## src/sv/hrae_pkg.sv

```systemverilog
// Package for the hall rotor angle estimator: opcodes, control-word type,
// microprogram ROM, hall sequence table and shared constants.
// No dependencies.
`default_nettype none

package hrae_pkg;

   // Command codes carried in req_tuser
   localparam logic [1:0] CMD_INIT = 2'd0;
   localparam logic [1:0] CMD_EDGE = 2'd1;
   localparam logic [1:0] CMD_TICK = 2'd2;
   localparam logic [1:0] CMD_NONE = 2'd3;

   // Register indexes on the csr port
   localparam int CSR_ADDR_W = 3;
   localparam int CSR_DATA_W = 16;
   localparam logic [CSR_ADDR_W-1:0] REG_SECTOR_1  = 3'd0;
   localparam logic [CSR_ADDR_W-1:0] REG_SECTOR_6  = 3'd5;
   localparam logic [CSR_ADDR_W-1:0] REG_MIN_PERIOD = 3'd6;
   localparam logic [CSR_ADDR_W-1:0] REG_REF_DIR  = 3'd7;
   localparam int NUM_SECTORS = 6;

   // Arithmetic constants
   localparam logic [15:0] OFS_90 = 16'd16384;
   localparam logic [15:0] OFS_60 = 16'd10923;
   localparam logic [15:0] OFS_30 = 16'd5461;
   localparam int FILT_GAIN = 1500;
   localparam int FILT_BOUND = 983040000;     // 30000 * 32768
   localparam int LOW_SPEED = 1638;
   localparam logic [15:0] MIN_PERIOD_RST = 16'd100;
   localparam logic [2:0] HALL_PULL = 3'd5;   // sector with catch-up pull
   localparam int DIV_W = 32;

   // Microprogram addresses
   localparam int PC_W = 4;
   localparam logic [PC_W-1:0] PC_INIT = 4'd0;
   localparam logic [PC_W-1:0] PC_EDGE = 4'd2;
   localparam logic [PC_W-1:0] PC_TICK = 4'd5;
   localparam logic [PC_W-1:0] PC_WAIT = 4'd10;
   localparam logic [PC_W-1:0] PC_SLOW = 4'd13;
   localparam logic [PC_W-1:0] PC_DONE = 4'd14;

   typedef enum logic [3:0] {
      OP_NOP,
      OP_INIT,
      OP_EDGE_DIR,
      OP_EDGE_REF,
      OP_FILT_MUL,
      OP_FILT_ACC,
      OP_FILT_OUT,
      OP_CLAMP,
      OP_DIV_START,
      OP_DIV_WAIT,
      OP_STEP_SAT,
      OP_MOVE,
      OP_LOW_SPEED,
      OP_DONE
   } hrae_op_type;

   typedef enum logic [1:0] {
      COND_NEXT,
      COND_ALWAYS,
      COND_LOW_SPEED,
      COND_DIV_BUSY
   } hrae_cond_type;

   typedef struct packed {
      hrae_op_type   op;
      hrae_cond_type cond;
      logic [PC_W-1:0] target;
   } hrae_ctl_type;

   // Datapath status back to the sequencer
   typedef struct packed {
      logic low_speed;
      logic div_busy;
      logic out_free;
   } hrae_status_type;

   typedef struct packed {
      logic [2:0]  hall_code;
      logic [15:0] period;
      logic [15:0] speed;
   } hrae_item_type;

   typedef struct packed {
      logic [15:0] reference_angle;
      logic [15:0] angle_step;
      logic        direction;
      logic [15:0] angle;
   } hrae_result_type;

   // Microprogram: one control word per step
   function automatic hrae_ctl_type ucode(input logic [PC_W-1:0] pc);
      hrae_ctl_type w;
      w.op     = OP_DONE;
      w.cond   = COND_NEXT;
      w.target = PC_DONE;
      case (pc)
         4'd0:  w.op = OP_INIT;
         4'd1:  w.op = OP_DONE;
         4'd2:  w.op = OP_EDGE_DIR;
         4'd3:  w.op = OP_EDGE_REF;
         4'd4:  w.op = OP_DONE;
         4'd5:  w.op = OP_FILT_MUL;
         4'd6:  w.op = OP_FILT_ACC;
         4'd7:  begin
            w.op = OP_FILT_OUT; w.cond = COND_LOW_SPEED; w.target = PC_SLOW;
         end
         4'd8:  w.op = OP_CLAMP;
         4'd9:  w.op = OP_DIV_START;
         4'd10: begin
            w.op = OP_DIV_WAIT; w.cond = COND_DIV_BUSY; w.target = PC_WAIT;
         end
         4'd11: w.op = OP_STEP_SAT;
         4'd12: begin
            w.op = OP_MOVE; w.cond = COND_ALWAYS; w.target = PC_DONE;
         end
         4'd13: w.op = OP_LOW_SPEED;
         default: w.op = OP_DONE;
      endcase
      return w;
   endfunction

   function automatic logic [PC_W-1:0] entry(input logic [1:0] cmd);
      logic [PC_W-1:0] pc;
      case (cmd)
         CMD_INIT: pc = PC_INIT;
         CMD_EDGE: pc = PC_EDGE;
         CMD_TICK: pc = PC_TICK;
         default:  pc = PC_DONE;
      endcase
      return pc;
   endfunction

   // Next hall code in the forward 5-1-3-2-6-4 sequence
   function automatic logic [2:0] fwd_next(input logic [2:0] h);
      logic [2:0] n;
      case (h)
         3'd1:    n = 3'd3;
         3'd2:    n = 3'd6;
         3'd3:    n = 3'd2;
         3'd4:    n = 3'd5;
         3'd5:    n = 3'd1;
         3'd6:    n = 3'd4;
         default: n = 3'd0;
      endcase
      return n;
   endfunction

endpackage

`default_nettype wire

```

## src/sv/hrae_divider.sv

```systemverilog
// Restoring divider for the angle step: one quotient bit per cycle.
// Depends on hrae_pkg.
`default_nettype none

module hrae_divider (
   input  wire logic                         clock,
   input  wire logic                         reset,
   input  wire logic                         start,
   input  wire logic [hrae_pkg::DIV_W-1:0]   dividend,
   input  wire logic [15:0]                  divisor,
   output logic                              busy,
   output logic [hrae_pkg::DIV_W-1:0]        quotient
);

   localparam int CNT_W = $clog2(hrae_pkg::DIV_W + 1);

   logic                       busy_ff, busy_in;
   logic [CNT_W-1:0]           cnt_ff, cnt_in;
   logic [15:0]                rem_ff, rem_in;
   logic [hrae_pkg::DIV_W-1:0] quo_ff, quo_in;
   logic [15:0]                div_ff, div_in;
   logic [16:0]                trial, diff;
   logic                       ge;

   always_comb begin
      trial   = {rem_ff, quo_ff[hrae_pkg::DIV_W-1]};
      ge      = trial >= {1'b0, div_ff};
      diff    = trial - {1'b0, div_ff};
      busy_in = busy_ff;
      cnt_in  = cnt_ff;
      rem_in  = rem_ff;
      quo_in  = quo_ff;
      div_in  = div_ff;
      if (start) begin
         busy_in = 1'b1;
         cnt_in  = CNT_W'(hrae_pkg::DIV_W);
         rem_in  = '0;
         quo_in  = dividend;
         div_in  = divisor;
      end else if (busy_ff) begin
         // a zero divisor passes every compare: all ones, saturated later
         rem_in = ge ? diff[15:0] : trial[15:0];
         quo_in = {quo_ff[hrae_pkg::DIV_W-2:0], ge};
         cnt_in = cnt_ff - 1'b1;
         if (cnt_ff == CNT_W'(1)) begin
            busy_in = 1'b0;
         end
      end
   end

   always_ff @(posedge clock) begin
      if (reset) begin
         busy_ff <= 1'b0;
         cnt_ff  <= '0;
      end else begin
         busy_ff <= busy_in;
         cnt_ff  <= cnt_in;
      end
      rem_ff <= rem_in;
      quo_ff <= quo_in;
      div_ff <= div_in;
   end

   assign busy     = busy_ff;
   assign quotient = quo_ff;

endmodule

`default_nettype wire

```

## src/sv/hrae_sequencer.sv

```systemverilog
// Microcode sequencer: step counter, ROM fetch and conditional jumps.
// Depends on hrae_pkg.
`default_nettype none

module hrae_sequencer (
   input  wire logic                    clock,
   input  wire logic                    reset,
   input  wire logic                    start,
   input  wire logic [1:0]              command,
   input  wire hrae_pkg::hrae_status_type status,
   output logic                         busy,
   output hrae_pkg::hrae_op_type        op,
   output logic                         load
);

   logic                          busy_ff, busy_in;
   logic [hrae_pkg::PC_W-1:0]     pc_ff, pc_in;
   hrae_pkg::hrae_ctl_type        ctl;
   logic                          cond_true;

   always_comb begin
      ctl = hrae_pkg::ucode(pc_ff);
      case (ctl.cond)
         hrae_pkg::COND_ALWAYS:    cond_true = 1'b1;
         hrae_pkg::COND_LOW_SPEED: cond_true = status.low_speed;
         hrae_pkg::COND_DIV_BUSY:  cond_true = status.div_busy;
         default:                  cond_true = 1'b0;
      endcase
      pc_in   = pc_ff;
      busy_in = busy_ff;
      load    = 1'b0;
      if (!busy_ff) begin
         if (start) begin
            pc_in   = hrae_pkg::entry(command);
            busy_in = 1'b1;
         end
      end else if (ctl.op == hrae_pkg::OP_DONE) begin
         // hold until the result register is free
         if (status.out_free) begin
            busy_in = 1'b0;
            load    = 1'b1;
         end
      end else if (cond_true) begin
         pc_in = ctl.target;
      end else begin
         pc_in = pc_ff + 1'b1;
      end
      op = busy_ff ? ctl.op : hrae_pkg::OP_NOP;
   end

   always_ff @(posedge clock) begin
      if (reset) begin
         busy_ff <= 1'b0;
         pc_ff   <= '0;
      end else begin
         busy_ff <= busy_in;
         pc_ff   <= pc_in;
      end
   end

   assign busy = busy_ff;

   a_start_busy : assert property (@(posedge clock) disable iff (reset)
      (start && !busy_ff) |=> busy_ff)
      else $error("sequencer did not start on an accepted item");

   a_stay_busy : assert property (@(posedge clock) disable iff (reset)
      (busy_ff && ctl.op != hrae_pkg::OP_DONE) |=> busy_ff)
      else $error("sequencer left the program before its final step");

   a_load_idle : assert property (@(posedge clock) disable iff (reset)
      load |=> !busy_ff)
      else $error("sequencer still busy after delivering a result");

   a_div_hold : assert property (@(posedge clock) disable iff (reset)
      (busy_ff && ctl.op == hrae_pkg::OP_DIV_WAIT && status.div_busy)
      |=> (pc_ff == $past(pc_ff)))
      else $error("sequencer moved on while the divider was busy");

endmodule

`default_nettype wire

```

## src/sv/hrae_datapath.sv

```systemverilog
// Datapath of the angle estimator: state registers, config registers,
// filter, step and angle update, driven one opcode per cycle.
// Depends on hrae_pkg and hrae_divider.
`default_nettype none

module hrae_datapath #(
   parameter logic [31:0] ANGLE_STEP_CONST = 32'd268435456
) (
   input  wire logic                                 clock,
   input  wire logic                                 reset,
   input  wire logic                                 start,
   input  wire hrae_pkg::hrae_item_type              item,
   input  wire hrae_pkg::hrae_op_type                op,
   input  wire logic                                 csr_we,
   input  wire logic [hrae_pkg::CSR_ADDR_W-1:0]      csr_addr,
   input  wire logic [hrae_pkg::CSR_DATA_W-1:0]      csr_wdata,
   output logic                                      low_speed,
   output logic                                      div_busy,
   output hrae_pkg::hrae_result_type                 result
);

   localparam logic signed [11:0] GAIN_S  = 12'(hrae_pkg::FILT_GAIN);
   localparam logic signed [32:0] BOUND_P = 33'(hrae_pkg::FILT_BOUND);
   localparam logic signed [32:0] BOUND_N = -33'(hrae_pkg::FILT_BOUND);
   localparam logic signed [15:0] SLOW_P  = 16'(hrae_pkg::LOW_SPEED);
   localparam logic signed [15:0] SLOW_N  = -16'(hrae_pkg::LOW_SPEED);

   // configuration
   logic [15:0] sect_ff [hrae_pkg::NUM_SECTORS];
   logic [15:0] minp_ff;
   logic        refdir_ff;

   // latched item
   logic [2:0]  ih_ff;
   logic [15:0] iper_ff, ispd_ff;

   // estimator state
   logic [15:0] angle_ff, angle_in;
   logic [15:0] ref_ff, ref_in;
   logic [31:0] acc_ff, acc_in;
   logic [15:0] fp_ff, fp_in;
   logic [15:0] step_ff, step_in;
   logic        dir_ff, dir_in;
   logic [2:0]  hall_ff, hall_in;
   logic [2:0]  prev_ff, prev_in;
   logic signed [29:0] prod_ff, prod_in;

   logic [2:0]  sel_h;
   logic [15:0] tbl, sref;
   logic signed [17:0] diff;
   logic signed [32:0] sum;
   logic [15:0] s, half, dbl, th, rf;
   logic        fwd;
   logic [hrae_pkg::DIV_W-1:0] quo;

   hrae_divider u_div (
      .clock    (clock),
      .reset    (reset),
      .start    (op == hrae_pkg::OP_DIV_START),
      .dividend (ANGLE_STEP_CONST),
      .divisor  (fp_ff),
      .busy     (div_busy),
      .quotient (quo)
   );

   always_ff @(posedge clock) begin
      if (reset) begin
         for (int i = 0; i < hrae_pkg::NUM_SECTORS; i++) begin
            sect_ff[i] <= '0;
         end
         minp_ff   <= hrae_pkg::MIN_PERIOD_RST;
         refdir_ff <= 1'b0;
      end else if (csr_we) begin
         if (csr_addr == hrae_pkg::REG_MIN_PERIOD) begin
            minp_ff <= csr_wdata;
         end else if (csr_addr == hrae_pkg::REG_REF_DIR) begin
            refdir_ff <= csr_wdata[0];
         end else begin
            sect_ff[csr_addr] <= csr_wdata;
         end
      end
   end

   always_ff @(posedge clock) begin
      if (start) begin
         ih_ff   <= item.hall_code;
         iper_ff <= item.period;
         ispd_ff <= item.speed;
      end
   end

   // sector table: codes 0 and 7 read as zero
   always_comb begin
      sel_h = (op == hrae_pkg::OP_INIT) ? ih_ff : hall_ff;
      if (sel_h inside {[3'd1:3'd6]}) begin
         tbl = sect_ff[sel_h - 3'd1];
      end else begin
         tbl = '0;
      end
      sref = tbl + hrae_pkg::OFS_90 + ((dir_ff != refdir_ff) ? hrae_pkg::OFS_60 : 16'd0);
   end

   assign low_speed = ($signed(ispd_ff) >= SLOW_N) && ($signed(ispd_ff) <= SLOW_P);

   // sector-5 pull and ordinary advance
   always_comb begin
      s    = step_ff;
      half = {1'b0, s[15:1]};
      dbl  = {s[14:0], 1'b0};
      fwd  = dir_ff == refdir_ff;
      th   = angle_ff;
      rf   = ref_ff;
      if (hall_ff == hrae_pkg::HALL_PULL) begin
         if (fwd) begin
            rf = ref_ff + s;
            if ($signed(angle_ff) > $signed(ref_ff)) begin
               th = angle_ff + half;
               if ($signed(th) <= $signed(rf)) th = rf;
            end else begin
               th = angle_ff + dbl;
               if ($signed(th) >= $signed(rf)) th = rf;
            end
         end else begin
            rf = ref_ff - s;
            if ($signed(angle_ff) < $signed(ref_ff)) begin
               th = angle_ff - half;
               if ($signed(th) >= $signed(rf)) th = rf;
            end else begin
               th = angle_ff - dbl;
               if ($signed(th) <= $signed(rf)) th = rf;
            end
         end
      end else begin
         th = fwd ? angle_ff + s : angle_ff - s;
      end
   end

   always_comb begin
      diff     = $signed({2'b00, iper_ff}) - $signed({{2{fp_ff[15]}}, fp_ff});
      sum      = $signed({acc_ff[31], acc_ff}) + $signed({{3{prod_ff[29]}}, prod_ff});
      angle_in = angle_ff;
      ref_in   = ref_ff;
      acc_in   = acc_ff;
      fp_in    = fp_ff;
      step_in  = step_ff;
      dir_in   = dir_ff;
      hall_in  = hall_ff;
      prev_in  = prev_ff;
      prod_in  = prod_ff;
      case (op)
         hrae_pkg::OP_INIT: begin
            hall_in  = ih_ff;
            angle_in = tbl + hrae_pkg::OFS_30 + hrae_pkg::OFS_90;
         end
         hrae_pkg::OP_EDGE_DIR: begin
            hall_in = ih_ff;
            prev_in = ih_ff;
            if (ih_ff inside {[3'd1:3'd6]}) begin
               if (hrae_pkg::fwd_next(prev_ff) == ih_ff) begin
                  dir_in = 1'b0;
               end else if (hrae_pkg::fwd_next(ih_ff) == prev_ff) begin
                  dir_in = 1'b1;
               end
            end
         end
         hrae_pkg::OP_EDGE_REF: ref_in = sref;
         hrae_pkg::OP_FILT_MUL: prod_in = 30'(diff) * 30'(GAIN_S);
         hrae_pkg::OP_FILT_ACC: begin
            if (sum >= BOUND_P) begin
               acc_in = BOUND_P[31:0];
            end else if (sum <= BOUND_N) begin
               acc_in = BOUND_N[31:0];
            end else begin
               acc_in = sum[31:0];
            end
         end
         hrae_pkg::OP_FILT_OUT: fp_in = acc_ff[30:15];   // floor of acc / 32768
         hrae_pkg::OP_CLAMP: begin
            if ($signed(fp_ff) < $signed(minp_ff)) begin
               fp_in = minp_ff + 16'd1;
            end
         end
         hrae_pkg::OP_STEP_SAT: begin
            step_in = (quo[hrae_pkg::DIV_W-1:16] != '0) ? 16'hFFFF : quo[15:0];
         end
         hrae_pkg::OP_MOVE: begin
            angle_in = th;
            ref_in   = rf;
         end
         hrae_pkg::OP_LOW_SPEED: begin
            step_in  = '0;
            angle_in = sref;
         end
         default: ;
      endcase
   end

   always_ff @(posedge clock) begin
      if (reset) begin
         angle_ff <= '0;
         ref_ff   <= '0;
         acc_ff   <= '0;
         fp_ff    <= '0;
         step_ff  <= '0;
         dir_ff   <= 1'b0;
         hall_ff  <= '0;
         prev_ff  <= '0;
      end else begin
         angle_ff <= angle_in;
         ref_ff   <= ref_in;
         acc_ff   <= acc_in;
         fp_ff    <= fp_in;
         step_ff  <= step_in;
         dir_ff   <= dir_in;
         hall_ff  <= hall_in;
         prev_ff  <= prev_in;
      end
      prod_ff <= prod_in;
   end

   assign result.angle           = angle_ff;
   assign result.direction       = dir_ff;
   assign result.angle_step      = step_ff;
   assign result.reference_angle = ref_ff;

endmodule

`default_nettype wire

```

## src/sv/hall_rotor_angle_estimator.sv

```systemverilog
// Hall rotor angle estimator, top level.
//
// Send one command item on req_ (command in req_tuser, hall code, period and
// speed in req_tdata); every command returns exactly one rsp_ item with the
// rotor angle, direction, angle step and sector reference angle.
// Configure the sector table, min period and reference direction through the
// csr_ write port while no command is in flight.
//
// A tick at low speed zeroes the angle step and sets the angle to the
// sector reference; a tick at speed waits on the bit-serial divide of the
// step constant by the filtered period. One item is worked on at a time:
// req_tready is high whenever the microprogram is idle, also while a result
// waits in the output register. If the receiver stalls, the next item runs
// up to its final step and holds there until the output register empties.
// Synchronous reset sets the min period to 100 and clears the sector angles,
// both directions and the angle, reference, accumulator, filtered period,
// step and hall registers; no item is in flight after reset.
`default_nettype none

module hall_rotor_angle_estimator #(
   parameter logic [31:0] ANGLE_STEP_CONST = 32'd268435456
) (
   input  wire logic        clock,
   input  wire logic        reset,
   // command channel
   input  wire logic        req_tvalid,
   output logic             req_tready,
   input  wire logic [39:0] req_tdata,   // hall_code[2:0], period[18:3], speed[34:19]
   input  wire logic [1:0]  req_tuser,   // command[1:0]
   // result channel
   output logic             rsp_tvalid,
   input  wire logic        rsp_tready,
   output logic [55:0]      rsp_tdata,   // angle[15:0], direction[16],
                                         // angle_step[32:17], reference_angle[48:33]
   // configuration writes
   input  wire logic                              csr_we,
   input  wire logic [hrae_pkg::CSR_ADDR_W-1:0]   csr_addr,
   input  wire logic [hrae_pkg::CSR_DATA_W-1:0]   csr_wdata
);

   logic                       busy, start, load;
   logic                       low_speed, div_busy;
   hrae_pkg::hrae_op_type      op;
   hrae_pkg::hrae_status_type  status;
   hrae_pkg::hrae_item_type    item;
   hrae_pkg::hrae_result_type  result;
   logic                       rsp_valid_ff, rsp_valid_in;
   logic [55:0]                rsp_data_ff, rsp_data_in;

   assign req_tready = !busy;
   assign start      = req_tvalid && req_tready;

   // unpack the item fields from the lowest bit up
   assign item.hall_code = req_tdata[2:0];
   assign item.period    = req_tdata[18:3];
   assign item.speed     = req_tdata[34:19];

   // low_speed, div_busy, out_free
   assign status = {low_speed, div_busy, !rsp_valid_ff || rsp_tready};

   hrae_sequencer u_seq (
      .clock   (clock),
      .reset   (reset),
      .start   (start),
      .command (req_tuser),
      .status  (status),
      .busy    (busy),
      .op      (op),
      .load    (load)
   );

   hrae_datapath #(
      .ANGLE_STEP_CONST (ANGLE_STEP_CONST)
   ) u_dp (
      .clock     (clock),
      .reset     (reset),
      .start     (start),
      .item      (item),
      .op        (op),
      .csr_we    (csr_we),
      .csr_addr  (csr_addr),
      .csr_wdata (csr_wdata),
      .low_speed (low_speed),
      .div_busy  (div_busy),
      .result    (result)
   );

   // output register: load on the final step, drop once taken
   always_comb begin
      rsp_valid_in = rsp_valid_ff;
      rsp_data_in  = rsp_data_ff;
      if (load) begin
         rsp_valid_in = 1'b1;
         rsp_data_in  = {7'd0, result.reference_angle, result.angle_step,
                         result.direction, result.angle};
      end else if (rsp_tready) begin
         rsp_valid_in = 1'b0;
      end
   end

   always_ff @(posedge clock) begin
      if (reset) begin
         rsp_valid_ff <= 1'b0;
      end else begin
         rsp_valid_ff <= rsp_valid_in;
      end
      rsp_data_ff <= rsp_data_in;
   end

   assign rsp_tvalid = rsp_valid_ff;
   assign rsp_tdata  = rsp_data_ff;

endmodule

`default_nettype wire
```

## config.mk

```make
export PLATFORM = sky130hd
export DESIGN_NAME = hall_rotor_angle_estimator
export DESIGN_NICKNAME = d
export VERILOG_FILES = /design/src/sv/hrae_pkg.sv /design/src/sv/hrae_divider.sv /design/src/sv/hrae_sequencer.sv /design/src/sv/hrae_datapath.sv /design/src/sv/hall_rotor_angle_estimator.sv
export SDC_FILE = /design/constraint.sdc
export NUM_CORES = 2
export LEC_CHECK = 0
export ABC_CLOCK_PERIOD_IN_PS = 9300
export BUFFER_PORTS_ARGS = -buffer_cell sky130_fd_sc_hd__buf_4
export CAP_MARGIN = 20
export CORE_MARGIN = 1.5
export CORE_UTILIZATION = 65
export CTS_BUF_LIST = sky130_fd_sc_hd__clkbuf_8
export DETAILED_ROUTE_END_ITERATION = 10
export PLACE_DENSITY = 0.93
export SYNTH_ARGS = -nofsm -noshare
export SYNTH_HDL_FRONTEND = slang
export SYNTH_SLANG_ARGS = --single-unit
export TNS_END_PERCENT = 20
```

## constraint.sdc

```tcl
create_clock -name clock -period 9.3 [get_ports clock]
set_clock_uncertainty 0.15 [all_clocks]
set_input_delay 2.79 -clock clock [delete_from_list [all_inputs] [get_ports clock]]
set_output_delay 2.79 -clock clock [all_outputs]
set_load 0.05 [all_outputs]
```

==> metrics.txt <==
synth cell count leaders nor2_1 (358), ha_1 (356), inv_1 (331), nand2_1 (257), edfxtp_1 (256); Initial Utilization 0.6594; Final min period 8.650 ns; antenna violations before repair 3; CP endpoint kind flip-flop; Yosys top cell area share 0.2263; core area 51,510 um^2; post-synth cell types 105; worst setup margin 0.6503 ns; Total Neg Setup Slack 0 ns; VDD IR max 0.0007153 V; Starting DRT DRC Count 3,212; FF+latch count, synth 435; async set-reset flop share out of synthesis 0; Post-Route WL 93.50 mm; vias in the first global route 28,046; Pwr per Cell Area 338.0 nW/um^2; number of detailed-route iterations in the first pass 7; area leader, netlist edfxtp_1; EDFF count, synth 256; cell with the largest stage delay on the worst path o41ai_1; Post-DP Area 35,380 um^2; crit start category flip-flop; Final nets 4,305; final period utilization 0.9301; full die area 53,640 um^2; PortBufs 111; YS warnings 0; GRT Total Usage 0.3428; HP Class reg -> reg; most common cell in the netlist nor2_1; IO Pins 124; required time of the worst setup path 9.60 ns; # rows 83; Longest Clk Path Bufs 3; die width 231.6 um; CTS root buffer clkbuf_8; Setup Slack @ Placement 0.7958 ns; detailed-route via count 29,172; clock-pin slew of the registers on the worst-case setup and hold paths 0.07 ns; gr ovfl total 0; clk sinks 435; Mean Syn Cell Area 9.207 um^2; largest net degree at the start of global routing 72; critical-path maximum fanout 9; max_cap viols 0; # resized after CTS 0; Mapped Cells 3,689; DRC Markers 0; final hold vios 0; ranking of synthesized cells by area edfxtp_1 (23%), ha_1 (13%), dfxtp_1 (11%); WL per Instance 20.63 um; setup violators final 0; CTS tree yes; Final ANT Viol Nets 0; worst hold slack 0.3212 ns; ys flop type edfxtp_1; Largest stage delay, worst path 0.66 ns; total setup buffers inserted after CTS 0; layout cells sized above 1 0.08574; via/cell ratio 6.437; worst-margin pin slew 1.126 ns; LEAKAGE 15.48 nW; Clk Latency, worst-skew pair 0.70 ns; first-pass GRT wire length 145.3 mm; area grow syn2layout 8.774%; CTS buffer count 75; Slew headroom 0.2491; Slew Viols, Final 0; crit path DAT 8.95 ns; CTS hold repair buffers 0; global placement routability congestion 1.059; Crit Path Class reg -> reg; Design Area, Final 36,950 um^2; Max Freq 115.6 MHz; synthesized area 33,970 um^2; HPWL Detailed 68.74 mm; run status finished, final reports clean; Die Span Y 231.6 um; RSZ-0062 raised after global routing false; H-tree Lvls 3; Seq/Total Area, Yosys 0.3318
stage by stage:
stage | power, W | instances | util
2_1_floorplan | 0.008685 | 3727 | -
3_3_place_gp | 0.01006 | 4391 | 0.6869
3_5_place_dp | 0.01041 | 4391 | 0.6869
4_1_cts | 0.01231 | 4525 | 0.7161
5_1_grt | 0.01344 | 4531 | 0.7172
6_report | 0.01249 | 4532 | 0.7173
kinds of logic (layout without fill, tap and decap cells):
| family | Yosys count | count (layout) | share of synthesized area |
|---|---|---|---|
| AOI/OAI and AO/OA | 907 | 907 | 0.1782 |
| xor gates and xnor gates | 248 | 248 | 0.06417 |
| adders and majority gates | 447 | 447 | 0.1848 |
| buffers and inverters | 490 | 612 | 0.05651 |
| other | 1 | 42 | 0.0001104 |
| DFF | 435 | 435 | 0.3318 |
| muxes | 132 | 132 | 0.04354 |
| and+or+nand+nor | 1029 | 1029 | 0.1409 |
critical path: cells and delay by family (launching register included):
family	cells	cell delay (ns)
fa+ha+maj	7	3.13
xor+xnor	2	0.26
buf+inv	6	0.58
compound gates	17	3.92
flops	1	0.36
cell type report:
type,count,area [um^2]
Multi-Input combinational cell,2802,20960
Fill cell,3661,14560
Sequential cell,435,11270
Inverter,335,1257
Clock buffer,83,1142
Timing Repair Buffer,143,1097
Tap cell,680,850.8
Clock inverter,51,361.6
Antenna cell,3,7.507
power by group:
part           leakage [nW]  switching, W  internal (W)  total (W)
Combinational          10.7       0.00477       0.00324    0.00801
Sequential             3.90      0.000171       0.00252    0.00269
Clock                 0.849      0.000838      0.000941    0.00178
state kept, by name (all words and copies together) (netlist names), 28 cells and up:
| signal | cells |
|---|---|
| u_dp.sect_ff | 128 |
| rsp_tdata | 49 |
| u_dp.u_div.quotient | 32 |
| u_dp.acc_ff | 30 |
| u_dp.prod_ff | 28 |
worst paths after layout:
check | startpoint | endpoint | slack, ns | depth (start not counted)
hold / removal | u_dp.minp_ff[8] | u_dp.minp_ff[8] | 0.32 | 2
setup reg to reg | u_dp.fp_ff[1] | u_dp.prod_ff[28] | 0.65 | 32
hold reg to reg | u_dp.minp_ff[8] | u_dp.minp_ff[8] | 0.32 | 2
setup / recovery | u_dp.fp_ff[1] | u_dp.prod_ff[28] | 0.65 | 32
per-layer routing:
metal,track usage,up-vias,share of wire
li1,-,13411,-
met1,0.4550,13821,0.40
met2,0.5439,1674,0.45
met3,0.07050,264,0.11
met4,0.1473,2,0.043
met5,0,-,0.00014
cells in the final DEF (no fill, tap or decap), types with 73 or more instances in the layout:
cell / synthesis / final
clkbuf_8: 0 / 83
fa_1: 91 / 91
inv_1: 331 / 353
nor2_1: 358 / 355
nor3_1: 127 / 126
o21ai_0: 146 / 145
mux2i_1: 114 / 114
ha_1: 356 / 356
xor2_1: 73 / 73
xnor2_1: 174 / 173
a21oi_1: 254 / 254
nand2_1: 257 / 257
edfxtp_1: 256 / 256
dfxtp_1: 179 / 178
buf_4: 12 / 140
No activity file was read; power rests on OpenSTA's default activity.
